[config.mk]
export PLATFORM = sky130hd
export DESIGN_NAME = rgbmsd_ctrl
export DESIGN_NICKNAME = d
export VERILOG_FILES = /design/src/hw/rtl/rgbmsd_pkg.sv /design/src/hw/rtl/rgbmsd_ctrl.sv
export SDC_FILE = /design/constraint.sdc
export NUM_CORES = 1
export LEC_CHECK = 0
export BUFFER_PORTS_ARGS = -buffer_cell sky130_fd_sc_hd__buf_2
export CORE_AREA = 2 2 39 41
export CTS_CLUSTER_SIZE = 14
export DETAILED_ROUTE_END_ITERATION = 6
export DIE_AREA = 0 0 41 43
export GPL_TIMING_DRIVEN = 0
export HOLD_SLACK_MARGIN = 0.08
export PLACE_DENSITY_LB_ADDON = 0.1
export SYNTH_ARGS = -nofsm -noshare
export SYNTH_HDL_FRONTEND = slang
export SYNTH_SLANG_ARGS = --single-unit
[constraint.sdc]
create_clock -name i_clk -period 1.5 [get_ports i_clk]
set_clock_uncertainty 0.2 [all_clocks]
set_input_delay 0.15 -clock i_clk [delete_from_list [all_inputs] [get_ports i_clk]]
set_output_delay 0.15 -clock i_clk [all_outputs]
set_load 0.01 [all_outputs]
[src/hw/rtl/rgbmsd_pkg.sv]
`timescale 1ns / 1ps

package rgbmsd_pkg;

    // panel geometry
    localparam int PANEL_WIDTH  = 64;
    localparam int PANEL_HEIGHT = 32;
    localparam int SCAN_ROWS    = 16;

    localparam int COL_W      = 6;
    localparam int Y_W        = 5;
    localparam int ROW_W      = 4;
    localparam int LEVEL_W    = 8;
    localparam int COLOR_W    = 3;
    localparam int PERIOD_W   = 10;
    localparam int HALF_DEPTH = SCAN_ROWS * PANEL_WIDTH;
    localparam int HALF_AW    = ROW_W + COL_W;

    localparam logic [PERIOD_W-1:0] PERIOD_RESET    = PERIOD_W'(1000);
    localparam logic [LEVEL_W-1:0]  LEVEL_THRESHOLD = LEVEL_W'(127);

    // colour bit positions
    localparam int RED_BIT   = 0;
    localparam int GREEN_BIT = 1;
    localparam int BLUE_BIT  = 2;

    typedef enum logic [1:0] {
        ST_CLEAR,
        ST_IDLE,
        ST_SCAN
    } t_state;

    typedef struct packed {
        logic clr_step;
        logic pix_write;
        logic tick;
        logic scan_start;
        logic issue;
        logic load;
    } t_ctl_cmd;

    typedef struct packed {
        logic clr_done;
        logic scan_hit;
        logic col_last;
        logic rd_is_last;
    } t_dp_status;

endpackage

[src/hw/rtl/rgbmsd_ctrl.sv]
`timescale 1ns / 1ps

module rgbmsd_ctrl (
    input  logic                   i_clk,
    input  logic                   i_rst_n,
    input  logic                   i_in_valid,
    input  logic                   i_mode,
    input  logic                   i_out_stall,
    input  rgbmsd_pkg::t_dp_status i_status,
    output rgbmsd_pkg::t_ctl_cmd   o_cmd,
    output logic                   o_in_stall,
    output logic                   o_out_valid
);

    import rgbmsd_pkg::*;

    t_state     r_state, n_state;
    logic       r_rd_valid, n_rd_valid;
    logic       r_out_valid, n_out_valid;
    logic       r_issue_done, n_issue_done;
    logic       advance;
    t_ctl_cmd   cmd;

    always_ff @(posedge i_clk) begin
        if (!i_rst_n) begin
            r_state      <= ST_CLEAR;
            r_rd_valid   <= 1'b0;
            r_out_valid  <= 1'b0;
            r_issue_done <= 1'b1;
        end else begin
            r_state      <= n_state;
            r_rd_valid   <= n_rd_valid;
            r_out_valid  <= n_out_valid;
            r_issue_done <= n_issue_done;
        end
    end

    // output slot free or being emptied this cycle
    assign advance = !r_out_valid || !i_out_stall;

    always_comb begin
        n_state      = r_state;
        n_rd_valid   = r_rd_valid;
        n_out_valid  = r_out_valid;
        n_issue_done = r_issue_done;
        cmd          = '0;

        case (r_state)
            ST_CLEAR: begin
                cmd.clr_step = 1'b1;
                if (i_status.clr_done) begin
                    n_state = ST_IDLE;
                end
            end
            ST_IDLE: begin
                if (i_in_valid) begin
                    if (!i_mode) begin
                        cmd.pix_write = 1'b1;
                    end else begin
                        cmd.tick = 1'b1;
                        if (i_status.scan_hit) begin
                            cmd.scan_start = 1'b1;
                            n_issue_done   = 1'b0;
                            n_state        = ST_SCAN;
                        end
                    end
                end
            end
            ST_SCAN: begin
                if (advance && !r_issue_done) begin
                    cmd.issue = 1'b1;
                    if (i_status.col_last) begin
                        n_issue_done = 1'b1;
                    end
                end
                if (advance && r_rd_valid && i_status.rd_is_last) begin
                    n_state = ST_IDLE;
                end
            end
            default: begin
                n_state = ST_IDLE;
            end
        endcase

        // two-slot pipe: ram read data, then output register
        if (advance) begin
            cmd.load    = r_rd_valid;
            n_out_valid = r_rd_valid;
            n_rd_valid  = cmd.issue;
        end
    end

    assign o_cmd       = cmd;
    assign o_in_stall  = (r_state != ST_IDLE);
    assign o_out_valid = r_out_valid;

endmodule

Word level (Yosys, flattened, before mapping)

Cells that the tools add are included.

Bits in registers: 5
Input port bits: 9
Output and inout bits: 8

Equality and inequality tests: 10
Muxes and demuxes: 21
Reductions and logical operators: 11

Operator list:

| operator             | count |
|---|---|
| $ne A2 B2 Y1 const B | 7 |
| $mux W2              | 6 |
| $mux W1              | 11 |
| $mux W3              | 2 |
| $pmux W2 S3          | 1 |
| $reduce_and A6 Y1    | 1 |
| $reduce_and A5 Y1    | 1 |
| $logic_and A1 B1 Y1  | 3 |
| $logic_not A1 Y1     | 3 |
| $eq A2 B1 Y1 const B | 1 |
| $eq A2 B2 Y1 const B | 1 |
| $logic_not A2 Y1     | 1 |
| $ne A2 B1 Y1 const B | 1 |
| $pmux W1 S2          | 1 |
| $reduce_bool A2 Y1   | 1 |
| $logic_or A1 B1 Y1   | 1 |

Logic depth before layout (Yosys ltp)

Depth in word-level cells: 6
Mapped depth: 4

Worst setup path before layout

Ideal clock, no wire load.

Path kind: register to register
Start: register r_state[0]
End: register r_issue_done
Setup time: 122 ps
Data arrival time: 908 ps
Data required time: 1,178 ps
Path slack: 270 ps
Stages on the path, launching flop included: 4
Clock period less this slack: 1,230 ps
Cell sequence: dfxtp_1 -> nor2b_4 -> nand4_2 -> a221o_1

Longest elaborated chain between the ends: 3
Elaborated cells between the ends (all ways): 10
Classes of those cells: eq/ne (7); mux (1); reduce/logical (2)

RTL lines:

| what                                                                | RTL line          | RTL |
|---|---|---|
| start, declared                                                     | rgbmsd_ctrl.sv:17 | `t_state r_state, n_state;` |
| start signal, assigned                                              | rgbmsd_ctrl.sv:31 | `r_state <= n_state;` |
| $eq A2 B2 Y1 / $eq A2 B1 Y1 (equally long branches)                 | rgbmsd_ctrl.sv:48 | `case (r_state)` |
| $ne A2 B2 Y1 (no line) / $reduce_bool A2 Y1 (equally long branches) | --                |  |
| $reduce_and A6 Y1 (no line)                                         | --                |  |
| end signal, assigned                                                | rgbmsd_ctrl.sv:34 | `r_issue_done <= n_issue_done;` |
| end, declared                                                       | rgbmsd_ctrl.sv:20 | `logic r_issue_done, n_issue_done;` |

Parallel ways exist; a longest one is shown, timed or not.
A chain may end at the register's enable or synchronous reset.

==> impl_metrics.toml <==
[worst_setup_path]
worstPathArrival_ns = 1.14
cp_max_fo = 3
r2r-end = "r_issue_done$_SDFFE_PN1P_"
cp_data_required_time_ns = 1.15
cp-end-kind = "output pin"
cp-startpoint = "i_in_valid"
crit_top_cell = "buf_2"
path_delay_family = "buffers and inverters"
r2r_slack_ns = 0.25
critPathLaunchType = "primary input"
cp_num_buf_inv = 3
r2r_cells = 3
worstPathCellList = "dlygate4sd3_1 -> buf_2 -> and3_2 -> buf_2"
cp_slowest_stage_delay_ns = 0.53
cp_slowest_cell = "dlygate4sd3_1"
path_class = "primary input to output pin"
r2r-start = "r_state[0]$_SDFFE_PN0P_"

[synthesis]
syn-num-nets = 39
synthCells = 30
syn_area_um2 = 261.5
ys_seq_area_share_pct = 38.28
synth_top_family_by_area = "simple AND/OR/NAND/NOR gates"
synth_compound_area_share_pct = 20.57
synth-adder-area-share_pct = 0
muxShareOfSynthArea_pct = 0
syn_area_per_cell_um2 = 8.717
ys_ff_latch = 5
synth-simple-area-share_pct = 35.41
synth_xor_area_share_pct = 0
synth.distinct_cells = 17
yosysWarnings = 0

[floorplanning]
dieArea_um2 = 1763
fp.dieW_um = 41
die_h_um = 43
io_pins = 17
fp.coreArea_um2 = 1384
initial_core_util_pct = 18.90
num_rows = 14

[final_layout]
layout_commonest_cell = "buf_2"
register_area_um2 = 102.6
drive_gt1_share_pct = 47.46
antenna-diode-count = 0
fillers = 148
syn_to_final_growth_pct = 89.47
final_cell_mix = "buf_2 (14), dlygate4sd3_1 (8), a21oi_1 (4)"
stdcell_area_um2 = 495.5
fin_nets = 69
multiInputGateArea_um2 = 155.1

[detailed_routing]
wirelength_um = 747
dr_total_vias = 324
dr.first_iter.drc_count = 7
drt.antenna.violating_nets = 0
drc = 0
wl_per_cell_um = 9.960
firstDrtPassIters = 2
via_per_inst = 4.320

[hold_path]
hold_depth = 3
hp-start = "i_out_stall"
worstHoldEndpoint = "r_rd_valid$_SDFFE_PN0N_"
hold_path.class = "primary input to register"

[global_routing]
grt_pass1_wl_um = 1235
antenna_found_initial = 0
grt_usage_pct = 10.64
grt_overflow = 0
grt_start_max_net_pins = 6
grt_pass1_vias = 316

[placed_design]
routabilityCongestion = 0.6451
place_area_um2 = 361.6
hpwlAfterDp_um = 552.5
numPortBuffers = 16

[clocking]
clk_path_buf_depth = 2
clock-sinks = 5
cts_max_level = 1
root_buffer = "clkbuf_4"
clkTransAtPathRegs_ns = 0.04
numCtsBuffers = 3
cts_tree = "yes"
clock_latency_ns = 0.24

[timing]
slew_headroom_pct = 88.90
max_freq_mhz = 671.0
setup_viol = 0
setup-tns-final_ns = 0
worst-slew-pin-transition_ns = 0.1655
rsz0062_at_grt = "true"
hold_violations = 0
fin_crit_sh_pct = 99.36
period_minus_slack_ns = 1.490
drv_slew = 0

[status]
status = "finished clean"

[power]
p_total_mw = 0.3610
power_leakage_nw = 0.2349
ir_drop_mv = 0.2252
powerDensity_nw_per_um2 = 728.6

[flow_run]
maxCapViolations = 0
-- layout make-up --
cell class / instances / share of cell area (%)
Sequential cell: 5 / 20.71
Multi-Input combinational cell: 21 / 31.31
Clock buffer: 4 / 5.303
Inverter: 4 / 3.030
Timing Repair Buffer: 25 / 35.61
Tap cell: 16 / 4.040
-- synthesized netlist by cell type, drive strengths merged --
cell type | number | area (µm²)
dfxtp | 5 | 100.1
nor3b | 1 | 12.51
a221o | 1 | 10.01
nand4 | 2 | 18.77
o21a | 1 | 7.510
a31o | 1 | 8.760
a211oi | 1 | 7.510
nor2b | 1 | 13.76
nand2b | 1 | 8.760
and2 | 1 | 6.260
inv | 4 | 15.01
nand2 | 2 | 7.510
and3 | 2 | 13.77
nor2 | 3 | 11.26
a21oi | 4 | 20.02
-- where the power goes --
group          switching, mW  total, mW  internal [mW]
combinational         0.0269     0.0651         0.0382
clock                 0.0539      0.154          0.101
sequential           0.00374      0.141          0.138
total                 0.0846      0.361          0.276
-- worst register-to-register path, delay by kind of cell, from the launching register on --
kind | cells | cell delay, ns
flip-flops | 1 | 0.34
AO/OA/AOI/OAI | 1 | 0.30
AND/OR/NAND/NOR | 2 | 0.31
-- layer usage --
| layer | global-route usage (%) | share of wire (%) | up-vias |
|---|---|---|---|
| met4 | 6.000 | 0 | 0 |
| met5 | 0 | 0 | - |
| met1 | 10.61 | 41 | 150 |
| li1 | - | - | 164 |
| met3 | 4.712 | 4.3 | 0 |
| met2 | 17.19 | 55 | 10 |
-- per-stage QoR --
| stage | hold WS [ns] | worst slack [ns] | cells | util, % |
|---|---|---|---|---|
| after floorplan | 0.06745 | 0.2699 | 30 | - |
| after global placement | 0.1690 | 0.1883 | 62 | 26.13 |
| after detailed placement | 0.1771 | 0.1847 | 62 | 26.13 |
| after CTS | 0.08932 | 0.01288 | 74 | 34.00 |
| after global routing | 0.09494 | -0.02494 | 75 | 35.80 |
| final | 0.1014 | 0.009608 | 75 | 35.80 |
-- sequential cells by signal (all words and copies together) (netlist names) --
| name | count |
|---|---|
| o_out_valid | 1 |
| r_rd_valid | 1 |
| r_issue_done | 1 |
| r_state | 2 |
-- worst max-delay path by stage --
| stage | to | slack [ns] | cells after the start |
|---|---|---|---|
| 2_1_floorplan | r_issue_done$_SDFFE_PN1P_ | 0.27 | 3 |
| 3_3_place_gp | r_issue_done$_SDFFE_PN1P_ | 0.19 | 3 |
| 3_5_place_dp | r_issue_done$_SDFFE_PN1P_ | 0.18 | 3 |
| 4_1_cts | o_cmd[2] | 0.01 | 4 |
| 5_1_grt | o_cmd[4] | -0.02 | 4 |
| 6_report | o_cmd[3] | 0.01 | 4 |
-- cell families after synthesis --
| family | after synthesis |
|---|---|
| buf+inv | 4 |
| flops | 5 |
| compound gates | 8 |
| simple gates | 13 |
-- timing repair --
action | 4_1_cts | 5_1_grt
pin swaps | 0 | 1
setup buffers | 0 | 1
hold buffers | 8 | 0
gates resized for setup | 3 | 3
endpoints found under the hold margin | 5 | 0
endpoints found under the setup margin | 2 | 3
No activity file was read; power rests on OpenSTA's default activity.
